[src/design/rssi_db_pkg.sv]
// Shared constants and types for the RSSI power-in-dB block.
// Used by rssi_db_front, rssi_db_queue, rssi_db_back and block_rssi_power_db.
package rssi_db_pkg;

    localparam int SAMPLE_W   = 16;           // input sample width
    localparam int SQ_W       = 2 * SAMPLE_W - 1; // width of one square (max 2^30)
    localparam int PWR_W      = SQ_W + 1;     // I*I + Q*Q
    localparam int SUM_W      = 47;           // block power accumulator
    localparam int CNT_W      = 16;           // sample counter / reported count
    localparam int MAX_BLOCK  = 32768;        // forced block end at this count

    localparam int FRAC_W     = 16;           // log2 fraction bits
    localparam int EXP_W      = 6;            // log2 integer part (0..46)
    localparam int LG_W       = EXP_W + FRAC_W;
    localparam int MANT_W     = 31;           // normalized mantissa [2^30, 2^31)
    localparam int ITER_W     = 4;            // counts FRAC_W squaring steps

    // log2 of full scale power: 2*(SAMPLE_W-1) in Q.16
    localparam int LOG_BIAS   = 2 * (SAMPLE_W - 1) * 65536;
    localparam int DB_PER_LOG2 = 197283;      // round(10*log10(2) * 2^16)
    localparam int OFFSET_20DB = 5120;        // 20 dB in 1/256 dB

    localparam int LEVEL_W    = 16;
    localparam int QUEUE_DEPTH = 2;
    localparam int QPTR_W     = (QUEUE_DEPTH > 1) ? $clog2(QUEUE_DEPTH) : 1;
    localparam int QFILL_W    = $clog2(QUEUE_DEPTH + 1);

    // One finished block, handed from the front to the back
    typedef struct packed {
        logic [SUM_W-1:0] power_sum;
        logic [CNT_W-1:0] sample_count;
    } blk_t;

endpackage

[src/design/rssi_db_front.sv]
// Front end: squares each sample, accumulates block power and count.
// Depends on rssi_db_pkg; pushes finished blocks into rssi_db_queue.
module rssi_db_front
    import rssi_db_pkg::*;
(
    input  logic                       aclk,
    input  logic                       aresetn,
    input  logic                       s_tvalid,
    output logic                       s_tready,
    input  logic signed [SAMPLE_W-1:0] sample_i,
    input  logic signed [SAMPLE_W-1:0] sample_q,
    input  logic                       last_sample,
    output logic                       push_valid,
    output blk_t                       push_data,
    input  logic                       q_full
);

    logic              s1_valid_reg;
    logic              s1_last_reg;
    logic [SQ_W-1:0]   sqi_reg;
    logic [SQ_W-1:0]   sqq_reg;
    logic [SUM_W-1:0]  sum_reg;
    logic [CNT_W-1:0]  cnt_reg;

    logic [2*SAMPLE_W-1:0] prod_i;
    logic [2*SAMPLE_W-1:0] prod_q;
    logic [PWR_W-1:0]  pwr;
    logic [SUM_W-1:0]  sum_next;
    logic [CNT_W:0]    cnt_next;
    logic              s1_end;
    logic              s1_fire;

    assign prod_i = sample_i * sample_i;
    assign prod_q = sample_q * sample_q;

    assign pwr      = {1'b0, sqi_reg} + {1'b0, sqq_reg};
    assign sum_next = sum_reg + {{(SUM_W-PWR_W){1'b0}}, pwr};
    assign cnt_next = {1'b0, cnt_reg} + {{CNT_W{1'b0}}, 1'b1};
    assign s1_end   = s1_last_reg || (cnt_next >= (CNT_W+1)'(MAX_BLOCK));

    // an ending sample needs queue room; others always go through
    assign s1_fire  = s1_valid_reg && (!s1_end || !q_full);
    assign s_tready = !s1_valid_reg || s1_fire;

    assign push_valid             = s1_fire && s1_end;
    assign push_data.power_sum    = sum_next;
    assign push_data.sample_count = cnt_next[CNT_W-1:0];

    always_ff @(posedge aclk) begin
        if (!aresetn) begin
            s1_valid_reg <= 1'b0;
            sum_reg      <= '0;
            cnt_reg      <= '0;
        end else begin
            if (s_tready) begin
                s1_valid_reg <= s_tvalid;
            end
            if (s1_fire) begin
                if (s1_end) begin
                    sum_reg <= '0;
                    cnt_reg <= '0;
                end else begin
                    sum_reg <= sum_next;
                    cnt_reg <= cnt_next[CNT_W-1:0];
                end
            end
        end
    end

    always_ff @(posedge aclk) begin
        if (s_tready && s_tvalid) begin
            sqi_reg     <= prod_i[SQ_W-1:0];
            sqq_reg     <= prod_q[SQ_W-1:0];
            s1_last_reg <= last_sample;
        end
    end

endmodule

[src/design/rssi_db_queue.sv]
// Short register queue of finished blocks between front and back.
// Depends on rssi_db_pkg (blk_t, QUEUE_DEPTH).
module rssi_db_queue
    import rssi_db_pkg::*;
(
    input  logic aclk,
    input  logic aresetn,
    input  logic push_valid,
    input  blk_t push_data,
    output logic q_full,
    output logic q_valid,
    output blk_t q_data,
    input  logic q_pop
);

    blk_t              mem_reg [QUEUE_DEPTH];
    logic [QPTR_W-1:0] wr_ptr_reg;
    logic [QPTR_W-1:0] rd_ptr_reg;
    logic [QFILL_W-1:0] fill_reg;

    logic do_push;
    logic do_pop;

    assign q_full  = (fill_reg == QFILL_W'(QUEUE_DEPTH));
    assign q_valid = (fill_reg != '0);
    assign q_data  = mem_reg[rd_ptr_reg];
    assign do_push = push_valid && !q_full;
    assign do_pop  = q_pop && q_valid;

    function automatic logic [QPTR_W-1:0] ptr_inc(input logic [QPTR_W-1:0] p);
        if (p == QPTR_W'(QUEUE_DEPTH - 1)) begin
            return '0;
        end
        return p + QPTR_W'(1);
    endfunction

    always_ff @(posedge aclk) begin
        if (!aresetn) begin
            wr_ptr_reg <= '0;
            rd_ptr_reg <= '0;
            fill_reg   <= '0;
        end else begin
            if (do_push) begin
                wr_ptr_reg <= ptr_inc(wr_ptr_reg);
            end
            if (do_pop) begin
                rd_ptr_reg <= ptr_inc(rd_ptr_reg);
            end
            if (do_push && !do_pop) begin
                fill_reg <= fill_reg + QFILL_W'(1);
            end else if (do_pop && !do_push) begin
                fill_reg <= fill_reg - QFILL_W'(1);
            end
        end
    end

    always_ff @(posedge aclk) begin
        if (do_push) begin
            mem_reg[wr_ptr_reg] <= push_data;
        end
    end

`ifndef SYNTHESIS
    a_fill_bound: assert property (@(posedge aclk) disable iff (!aresetn)
        fill_reg <= QFILL_W'(QUEUE_DEPTH))
        else $error("queue fill above depth");
    a_no_lost_push: assert property (@(posedge aclk) disable iff (!aresetn)
        push_valid |-> !q_full)
        else $error("block pushed into full queue");
    a_fill_track: assert property (@(posedge aclk) disable iff (!aresetn)
        (do_push && !do_pop) |=> (fill_reg == $past(fill_reg) + QFILL_W'(1)))
        else $error("queue fill count not advanced on push");
`endif

endmodule

[src/design/rssi_db_back.sv]
// Back end: log2 of block sum and count by shared normalize/square unit,
// scale to 1/256 dB, saturate, and hold the result in the output register.
// Depends on rssi_db_pkg; pops blocks from rssi_db_queue.
module rssi_db_back
    import rssi_db_pkg::*;
(
    input  logic                      aclk,
    input  logic                      aresetn,
    input  logic                      q_valid,
    input  blk_t                      q_data,
    output logic                      q_pop,
    output logic                      m_tvalid,
    input  logic                      m_tready,
    output logic signed [LEVEL_W-1:0] rssi_level,
    output logic        [CNT_W-1:0]   block_count
);

    localparam logic [2:0] ST_IDLE = 3'd0;
    localparam logic [2:0] ST_NORM = 3'd1;
    localparam logic [2:0] ST_SQ   = 3'd2;
    localparam logic [2:0] ST_UPD  = 3'd3;
    localparam logic [2:0] ST_DIFF = 3'd4;
    localparam logic [2:0] ST_MUL  = 3'd5;
    localparam logic [2:0] ST_OUT  = 3'd6;

    localparam int D_W = 24;
    localparam int T_W = D_W + 19;

    logic [2:0]              state_reg,  state_next;
    logic                    phase_reg,  phase_next;   // 0: sum, 1: count
    logic                    zero_reg,   zero_next;
    logic [SUM_W-1:0]        norm_reg,   norm_next;
    logic [EXP_W-1:0]        exp_reg,    exp_next;
    logic [MANT_W-1:0]       mant_reg,   mant_next;
    logic [2*MANT_W-1:0]     prod_reg,   prod_next;
    logic [FRAC_W-1:0]       frac_reg,   frac_next;
    logic [ITER_W-1:0]       iter_reg,   iter_next;
    logic [LG_W-1:0]         lg_sum_reg, lg_sum_next;
    logic [LG_W-1:0]         lg_cnt_reg, lg_cnt_next;
    logic [CNT_W-1:0]        cnt_reg,    cnt_next;
    logic signed [D_W-1:0]   d_reg,      d_next;
    logic signed [T_W-1:0]   t_reg,      t_next;
    logic                    m_tvalid_reg, m_tvalid_next;
    logic [LEVEL_W-1:0]      level_reg,  level_next;
    logic [CNT_W-1:0]        bcnt_reg,   bcnt_next;

    logic [MANT_W:0]         sq_top;
    logic [FRAC_W-1:0]       frac_step;
    logic [LG_W-1:0]         lg_done;
    logic                    slot_free;
    logic signed [T_W:0]     t_rnd;
    logic signed [T_W-24:0]  lvl_q;
    logic signed [T_W-23:0]  lvl_off;
    logic [LEVEL_W-1:0]      lvl_sat;

    assign slot_free = !m_tvalid_reg || m_tready;

    // one squaring step: (m*m) >> 30, renormalized with one fraction bit out
    assign sq_top    = prod_reg[2*MANT_W-1:MANT_W-1];
    assign frac_step = {frac_reg[FRAC_W-2:0], sq_top[MANT_W]};
    assign lg_done   = {exp_reg, frac_step};

    // round to 1/256 dB, remove 20 dB, clamp to 16 bits
    assign t_rnd   = {t_reg[T_W-1], t_reg} + (T_W+1)'(32'sd8388608);
    assign lvl_q   = t_rnd[T_W:24];
    assign lvl_off = {lvl_q[T_W-24], lvl_q} - (T_W-22)'(OFFSET_20DB);
    always_comb begin
        if (zero_reg || lvl_off < -(T_W-22)'(32768)) begin
            lvl_sat = 16'h8000;
        end else if (lvl_off > (T_W-22)'(32767)) begin
            lvl_sat = 16'h7FFF;
        end else begin
            lvl_sat = lvl_off[LEVEL_W-1:0];
        end
    end

    always_comb begin
        state_next    = state_reg;
        phase_next    = phase_reg;
        zero_next     = zero_reg;
        norm_next     = norm_reg;
        exp_next      = exp_reg;
        mant_next     = mant_reg;
        prod_next     = prod_reg;
        frac_next     = frac_reg;
        iter_next     = iter_reg;
        lg_sum_next   = lg_sum_reg;
        lg_cnt_next   = lg_cnt_reg;
        cnt_next      = cnt_reg;
        d_next        = d_reg;
        t_next        = t_reg;
        m_tvalid_next = m_tvalid_reg && !m_tready;
        level_next    = level_reg;
        bcnt_next     = bcnt_reg;
        q_pop         = 1'b0;
        case (state_reg)
            ST_IDLE: begin
                if (q_valid) begin
                    q_pop      = 1'b1;
                    norm_next  = q_data.power_sum;
                    cnt_next   = q_data.sample_count;
                    exp_next   = EXP_W'(SUM_W - 1);
                    phase_next = 1'b0;
                    zero_next  = (q_data.power_sum == '0);
                    state_next = (q_data.power_sum == '0) ? ST_OUT : ST_NORM;
                end
            end
            ST_NORM: begin
                if (norm_reg[SUM_W-1 -: 8] == '0) begin
                    norm_next = {norm_reg[SUM_W-9:0], 8'b0};
                    exp_next  = exp_reg - EXP_W'(8);
                end else if (!norm_reg[SUM_W-1]) begin
                    norm_next = {norm_reg[SUM_W-2:0], 1'b0};
                    exp_next  = exp_reg - EXP_W'(1);
                end else begin
                    mant_next  = norm_reg[SUM_W-1 -: MANT_W];
                    frac_next  = '0;
                    iter_next  = '0;
                    state_next = ST_SQ;
                end
            end
            ST_SQ: begin
                prod_next  = mant_reg * mant_reg;
                state_next = ST_UPD;
            end
            ST_UPD: begin
                mant_next = sq_top[MANT_W] ? sq_top[MANT_W:1] : sq_top[MANT_W-1:0];
                frac_next = frac_step;
                iter_next = iter_reg + ITER_W'(1);
                if (iter_reg == ITER_W'(FRAC_W - 1)) begin
                    if (!phase_reg) begin
                        lg_sum_next = lg_done;
                        norm_next   = {{(SUM_W-CNT_W){1'b0}}, cnt_reg};
                        exp_next    = EXP_W'(SUM_W - 1);
                        phase_next  = 1'b1;
                        state_next  = ST_NORM;
                    end else begin
                        lg_cnt_next = lg_done;
                        state_next  = ST_DIFF;
                    end
                end else begin
                    state_next = ST_SQ;
                end
            end
            ST_DIFF: begin
                d_next = $signed({{(D_W-LG_W){1'b0}}, lg_sum_reg})
                       - $signed({{(D_W-LG_W){1'b0}}, lg_cnt_reg})
                       - D_W'(LOG_BIAS);
                state_next = ST_MUL;
            end
            ST_MUL: begin
                t_next     = d_reg * $signed(19'(DB_PER_LOG2));
                state_next = ST_OUT;
            end
            ST_OUT: begin
                if (slot_free) begin
                    m_tvalid_next = 1'b1;
                    level_next    = lvl_sat;
                    bcnt_next     = cnt_reg;
                    state_next    = ST_IDLE;
                end
            end
            default: begin
                state_next = ST_IDLE;
            end
        endcase
    end

    always_ff @(posedge aclk) begin
        if (!aresetn) begin
            state_reg    <= ST_IDLE;
            m_tvalid_reg <= 1'b0;
        end else begin
            state_reg    <= state_next;
            m_tvalid_reg <= m_tvalid_next;
        end
    end

    always_ff @(posedge aclk) begin
        phase_reg  <= phase_next;
        zero_reg   <= zero_next;
        norm_reg   <= norm_next;
        exp_reg    <= exp_next;
        mant_reg   <= mant_next;
        prod_reg   <= prod_next;
        frac_reg   <= frac_next;
        iter_reg   <= iter_next;
        lg_sum_reg <= lg_sum_next;
        lg_cnt_reg <= lg_cnt_next;
        cnt_reg    <= cnt_next;
        d_reg      <= d_next;
        t_reg      <= t_next;
        level_reg  <= level_next;
        bcnt_reg   <= bcnt_next;
    end

    assign m_tvalid    = m_tvalid_reg;
    assign rssi_level  = $signed(level_reg);
    assign block_count = bcnt_reg;

`ifndef SYNTHESIS
    a_norm_nonzero: assert property (@(posedge aclk) disable iff (!aresetn)
        (state_reg == ST_NORM) |-> (norm_reg != '0))
        else $error("normalizing a zero value");
    a_mant_normal: assert property (@(posedge aclk) disable iff (!aresetn)
        (state_reg == ST_SQ) |-> mant_reg[MANT_W-1])
        else $error("mantissa not normalized before squaring");
    a_out_no_overwrite: assert property (@(posedge aclk) disable iff (!aresetn)
        (m_tvalid_reg && !m_tready) |=> (m_tvalid_reg && $stable(level_reg)))
        else $error("held result overwritten");
    a_pop_only_idle: assert property (@(posedge aclk) disable iff (!aresetn)
        q_pop |-> (state_reg == ST_IDLE && q_valid))
        else $error("queue popped outside idle");
`endif

endmodule

[src/design/block_rssi_power_db.sv]
// Top level of the RSSI estimator: mean power of a sample block in 1/256 dB.
// Depends on rssi_db_pkg, rssi_db_front, rssi_db_queue, rssi_db_back.
//
//  Channel  | Dir | tdata (low bit up)                 | tlast
//  ---------+-----+------------------------------------+--------------------
//  s_       | in  | [15:0] sample_i, [31:16] sample_q  | last_sample
//  m_       | out | [15:0] rssi_level, [31:16] block_count | none
//
// Samples: one transfer per cycle; the front squares into a register and then
//   accumulates. A block end waits only when the 2-entry block queue is full.
// Result: the back takes one block at a time; a zero-power block goes straight
//   to output, others pass the shared normalize unit (8 or 1 bit a cycle)
//   and 2 x 16 squaring steps through one 31x31 multiplier,
//   plus difference, dB scaling and output.
// Reset (aresetn low, synchronous) clears the accumulator, counter, queue and
//   output valid. m_ stalls hold the result register; the back then waits
//   with the next result ready, and the front keeps taking samples.
module block_rssi_power_db
    import rssi_db_pkg::*;
(
    input  logic        aclk,
    input  logic        aresetn,
    input  logic        s_tvalid,
    output logic        s_tready,
    input  logic [31:0] s_tdata,   // [15:0] sample_i, [31:16] sample_q
    input  logic        s_tlast,   // last_sample
    output logic        m_tvalid,
    input  logic        m_tready,
    output logic [31:0] m_tdata    // [15:0] rssi_level, [31:16] block_count
);

    logic                      push_valid;
    blk_t                      push_data;
    logic                      q_full;
    logic                      q_valid;
    blk_t                      q_data;
    logic                      q_pop;
    logic signed [LEVEL_W-1:0] rssi_level;
    logic        [CNT_W-1:0]   block_count;

    // Front: squaring stage and block accumulator
    rssi_db_front u_front (
        .aclk        (aclk),
        .aresetn     (aresetn),
        .s_tvalid    (s_tvalid),
        .s_tready    (s_tready),
        .sample_i    ($signed(s_tdata[15:0])),
        .sample_q    ($signed(s_tdata[31:16])),
        .last_sample (s_tlast),
        .push_valid  (push_valid),
        .push_data   (push_data),
        .q_full      (q_full)
    );

    // Finished blocks wait here while the back works on the previous one
    rssi_db_queue u_queue (
        .aclk       (aclk),
        .aresetn    (aresetn),
        .push_valid (push_valid),
        .push_data  (push_data),
        .q_full     (q_full),
        .q_valid    (q_valid),
        .q_data     (q_data),
        .q_pop      (q_pop)
    );

    // Back: log2, dB conversion, output register
    rssi_db_back u_back (
        .aclk        (aclk),
        .aresetn     (aresetn),
        .q_valid     (q_valid),
        .q_data      (q_data),
        .q_pop       (q_pop),
        .m_tvalid    (m_tvalid),
        .m_tready    (m_tready),
        .rssi_level  (rssi_level),
        .block_count (block_count)
    );

    assign m_tdata = {block_count, rssi_level};

endmodule

[config.mk]
export PLATFORM = sky130hd
export DESIGN_NAME = block_rssi_power_db
export DESIGN_NICKNAME = d
export VERILOG_FILES = /design/src/design/rssi_db_pkg.sv /design/src/design/rssi_db_front.sv /design/src/design/rssi_db_queue.sv /design/src/design/rssi_db_back.sv /design/src/design/block_rssi_power_db.sv
export SDC_FILE = /design/constraint.sdc
export NUM_CORES = 2
export LEC_CHECK = 0
export ABC_AREA = 0
export BUFFER_PORTS_ARGS = -buffer_cell sky130_fd_sc_hd__buf_4
export CAP_MARGIN = 25
export CORE_MARGIN = 2
export CORE_UTILIZATION = 40
export DETAILED_ROUTE_END_ITERATION = 10
export GPL_TIMING_DRIVEN = 0
export SLEW_MARGIN = 15
export SYNTH_ARGS = -nofsm -noshare
export SYNTH_HDL_FRONTEND = slang
export SYNTH_SLANG_ARGS = --single-unit
[constraint.sdc]
create_clock -name aclk -period 19.9 [get_ports aclk]
set_clock_uncertainty 0.05 [all_clocks]
set_input_delay 0 -clock aclk [delete_from_list [all_inputs] [get_ports aclk]]
set_output_delay 0 -clock aclk [all_outputs]
set_load 0.01 [all_outputs]
After elaboration in Yosys (flattened, before gate mapping). Memories as Yosys holds them, arrays and structs flattened. A register that Yosys moved wholly into a read port is not among the register bits. Index checks and enable logic that the tools add are counted.

Bits in registers: 461. Memory bits (writable): 126. Input port bits: 37. Output and inout port bits: 34. Word-level logic and storage cells: 158. Memories kept: 1.

$add $sub $neg: 14. Multiply operators: 4. Magnitude comparators: 3. Equality and inequality tests: 15. Mux-type cells: 56. Bitwise gates (word level): 1. Reduce and logical (&&, ||, !) cells: 37.

Memories: u_queue.mem_reg (depth 2, width 63, read ports 1, clocked after Yosys merged registers in 1, wr ports 1, RTL line rssi_db_queue.sv:16) `blk_t mem_reg [QUEUE_DEPTH];`.

Operators by type and width (number): 47-bit two-way mux (6); 47-bit one-hot mux with 3 select lines (1); 31-bit two-way mux (3); 16-bit by 16-bit multiplier with 31-bit output (2); 31-bit by 31-bit multiplier with 62-bit output (1); 31-bit one-hot mux with 2 select lines (1); 47-bit by 32-bit adder with 47-bit output (1); 47-bit zero test (1); 43-bit by 25-bit adder with 44-bit output (second input constant) (1); 24-bit by 19-bit multiplier with 43-bit output (second input constant) (1); 31-bit by 31-bit adder with 32-bit output (1); 16-bit two-way mux (2); 15-bit two-way mux (2); 6-bit two-way mux (5); 15-bit one-hot mux with 2 select lines (1); 24-bit by 22-bit subtractor with 24-bit output (second input constant) (1); 22-bit by 22-bit subtractor with 23-bit output (1); 21-bit by 16-bit > comparator with 1-bit output (second input constant) (1); 21-bit by 16-bit < comparator with 1-bit output (second input constant) (1); 3-bit two-way mux (7); 3-bit one-hot mux with 7 select lines (1); 20-bit by 14-bit subtractor with 21-bit output (second input constant) (1); 1-bit two-way mux (20); 6-bit one-hot mux with 3 select lines (1); other kinds (32) (67).

Longest topological paths before layout.
Depth in word-level cells: 12. Mapped depth: 30.

Cells and area by module. From an unflattened synthesis, not the netlist that was laid out.

Cell total of the unflattened synthesis: 7387. Area total of the unflattened synthesis: 75098.3 um2.

Modules (own cells, without submodules): rssi_db_back (times used 1, cells each 4563, area each 45713.8 um2); rssi_db_front (times used 1, cells each 2603, area each 24604.8 um2); rssi_db_queue (times used 1, cells each 221, area each 4779.6 um2).

Least setup slack after synthesis. Ideal clock, no wire load.

Path type: register -> register. Start point: register u_back.mant_reg[9]. End point: register u_back.prod_reg[51], data pin. Data arrival time: 7.635 ns. Required time: 19.592 ns. Slack: 11.957 ns. Cell stages (with the launch flop): 28. Buffers on the path: 2. Cell sequence: edfxtp_1 clkbuf_1 clkbuf_1 nand2_1 fa_1 fa_1 inv_1 fa_1 inv_1 fa_1 inv_1 fa_1 fa_1 fa_1 inv_1 fa_1 inv_1 ha_1 a2111oi_0 o21ai_0 o2bb2ai_1 a32oi_1 a31oi_1 a21oi_1 o22ai_1 a311o_1 a21oi_1 xnor2_1.

Longest elaborated chain between the ends: 1.

RTL lines: from (decl) (RTL line rssi_db_back.sv:34) `logic [MANT_W-1:0] mant_reg, mant_next;`; from (signal assigned) (RTL line rssi_db_back.sv:184) `mant_reg <= mant_next;`; 31-bit by 31-bit multiplier with 62-bit output (RTL line rssi_db_back.sv:123) `prod_next = mant_reg * mant_reg;`; to (signal assigned) (RTL line rssi_db_back.sv:185) `prod_reg <= prod_next;`; to (decl) (RTL line rssi_db_back.sv:35) `logic [2*MANT_W-1:0] prod_reg, prod_next;`.

Every way passes these cells. A chain may end at the register's enable or synchronous reset.

Final worst setup path.
Start point: register u_back.mant_reg[16]. End point: register u_back.prod_reg[61], data pin.

The elaborated chain is that of the path after synthesis.

==> flow_summary.ini <==
[cells_and_area]
drive_above_1_share_pct = 3.44
largest_reg_flops = 126
fillCellCount = 17500
fin_util_pct = 43.6
multiInputGateArea_sq_um = 50900
final_cell_mix = inv_1 (1,845), fa_1 (1,350), ha_1 (689)
finalNetCount = 9384
area_growth_pct = 8.13
layout_commonest_cell = inv_1
ff_latch_area_sq_um = 15300

[global_route]
globalRouteMet3Util_pct = 2.48
grt_pass1_wl_microns = 294000
antenna_found_initial = 7
top_usage_layer = met2
grt_overflow_total = 0
grt_usage_pct = 20.1
use_met1_pct = 26.3
grt_start_max_net_pins = 50
use_met2_pct = 34.7
first_global_vias = 53200

[yosys]
syn-cell-area_sq_um = 73800
syn_area_per_cell_sq_um = 10.3
synth_xor_xnor_area_share_pct = 3.36
yosysTopAreaCell = fa_1
synthMuxAreaShare_pct = 1.39
synth-compound-area-share_pct = 6.31
synth-main-ff-cell = edfxtp_1
synth_edf_count = 460
async_flop_share_pct = 0
synth_seq_cells = 533
synth_top_family_by_area = adder cells
synth_nets = 9229
synth-simple-area-share_pct = 9.46
synth.distinct_cells = 78
syn_inst = 7153
synth_area_leaders = fa_1 (37%), edfxtp_1 (19%), ha_1 (12%)
synth_top_cell_area_share_pct = 36.6
ys_warn_count = 0
ys_seq_area_share_pct = 20.7
synthAdderAreaFrac_pct = 48.3

[setup_path]
cp.required_ns = 20.20
crit_type = reg2reg
worstSetupEndpointType = flip-flop
r2r_start = u_back.mant_reg[16]
cp-start-kind = flip-flop
arrival_ns = 10.99
rr_endpoint = u_back.prod_reg[61]
worst_r2r_path_depth = 26
crit_fanout = 10
rrSetupSlack_ns = 9.21

[floorplanning]
die_h_microns = 434
start_util_pct = 40.3
num_io_pins = 71
rows = 157
die_x_microns = 434
dieArea_sq_um = 188000
core_area_sq_um = 183000

[clock_tree]
clock_sinks = 533
cts_resized = 0
cts_tree = built
htree_num_levels = 2
clock_latency_ns = 0.62
clk_path_buf_depth = 3
clk_pin_slew_ns = 0.07
cts.root.buffer_cell = clkbuf_16
numCtsBuffers = 52

[detailed_routing]
wire_per_inst_microns = 18.7
drt-total-wl_microns = 183000
final_antenna_net_count = 0
drt_iter0_markers = 2841
drtPass1Iterations = 5
drt-vias-per-instance = 4.96
via_count = 48600
drcViolationCount = 0

[timing]
fmax_mhz = 93.6
worst_slew_pin_slew_ns = 1.20
tns_ns = 0
grt_setup_unrepaired = false
setup_viol = 0
hold_viol = 0
fin_hold_ws_ns = 0.0467
period_minus_slack_ns = 10.69
maxSlewViolCount = 0
period_share_pct = 53.7
relSlewSlack_pct = 20.1

[min_path]
worstHoldStart = s_tlast
min_path_type = in2reg
holdPathEnd = u_front.s1_last_reg
holdPathStages = 2

[flow_run]
drv_cap = 0

[place]
portBuffers = 67
hpwl_microns = 153000
gp_congestion = 0.945

[status]
status = completed
==> worst max path at each step <==
stage | end | startpoint | slack [ns] | depth (start not counted)
floorplan | u_back.prod_reg[51] | u_back.mant_reg[9] | 11.96 | 27
global placement | u_back.prod_reg[36] | u_back.mant_reg[12] | 9.05 | 26
detailed placement | u_back.prod_reg[51] | u_back.mant_reg[22] | 9.33 | 24
CTS | u_back.prod_reg[51] | u_back.mant_reg[22] | 9.32 | 24
global route | u_back.prod_reg[61] | u_back.mant_reg[12] | 8.96 | 26
finish | u_back.prod_reg[61] | u_back.mant_reg[16] | 9.21 | 26
==> what timing repair did <==
action	CTS	global route
hold buffers	8	0
endpoints found under the hold margin	53	0
buffers inserted	0	0
==> worst max-delay path, stage by stage, from the launching register on <==
cell and delay, ns:
edfxtp_1 0.42, clkbuf_1 0.75, clkbuf_1 0.90, nand2_1 0.29, fa_1 0.60, inv_1 0.06, fa_1 0.50, inv_1 0.05
fa_1 0.49, fa_1 0.52, inv_1 0.05, fa_1 0.55, fa_1 0.44, fa_1 0.53, fa_1 0.44, ha_1 0.36
a21o_1 0.18, a211oi_1 0.63, o21ai_0 0.25, o2bb2ai_1 0.17, a32oi_1 0.38, a31oi_1 0.33, a31oi_1 0.49, nand2b_1 0.18
nor2b_1 0.24, o21ai_0 0.19, xnor2_1 0.40
==> logic make-up (layout without fill, tap and decap cells) <==
group	count (synthesis)	count (layout)
xor+xnor	283	283
other cells	2	4
buf+inv	2057	2256
simple gates	1432	1432
compound gates	707	707
mux	100	100
fa+ha+maj	2039	2039
flops	533	533
==> cell type report <==
class	count	share of cell area (%)
Tap cell	2464	3.86
Clock buffer	63	1.73
Timing Repair Buffer	101	1.27
Inverter	1847	8.69
Multi-Input combinational cell	4563	63.7
Sequential cell	533	19.1
Clock inverter	35	0.563
Antenna cell	2	0.00627
Buffer	210	1.01
==> cells in the mapped netlist, types with 85 or more instances <==
library cell and count:
a21oi_1 185, edfxtp_1 460, and2_1 305, nand2_1 550
fa_1 1350, inv_1 1845, xnor2_1 200, a21o_1 85
ha_1 689, clkbuf_1 191, nor2_1 224, o21ai_0 144
==> per-layer routing <==
| layer | share of wire (%) | vias to the layer above | wire length, microns |
|---|---|---|---|
| met4 | 3.9 | 6 | 7080 |
| met3 | 5.1 | 332 | 9360 |
| met1 | 42 | 24600 | 77400 |
| met5 | 0.019 | - | 34 |
| met2 | 49 | 1223 | 89300 |
| li1 | - | 22500 | - |
==> per-stage QoR <==
stage / instance area, sq um / std cells / setup slack, ns
2_1_floorplan: 73800 / 7153 / 11.96
3_3_place_gp: 77400 / 9684 / 9.05
3_5_place_dp: 77800 / 9703 / 9.33
4_1_cts: 79700 / 9809 / 9.32
5_1_grt: 79800 / 9817 / 8.96
6_report: 79800 / 9818 / 9.21
Power is left out: the tool's default activity adds up to more than one toggle a clock period on the data nets, which glitch-free logic cannot reach.
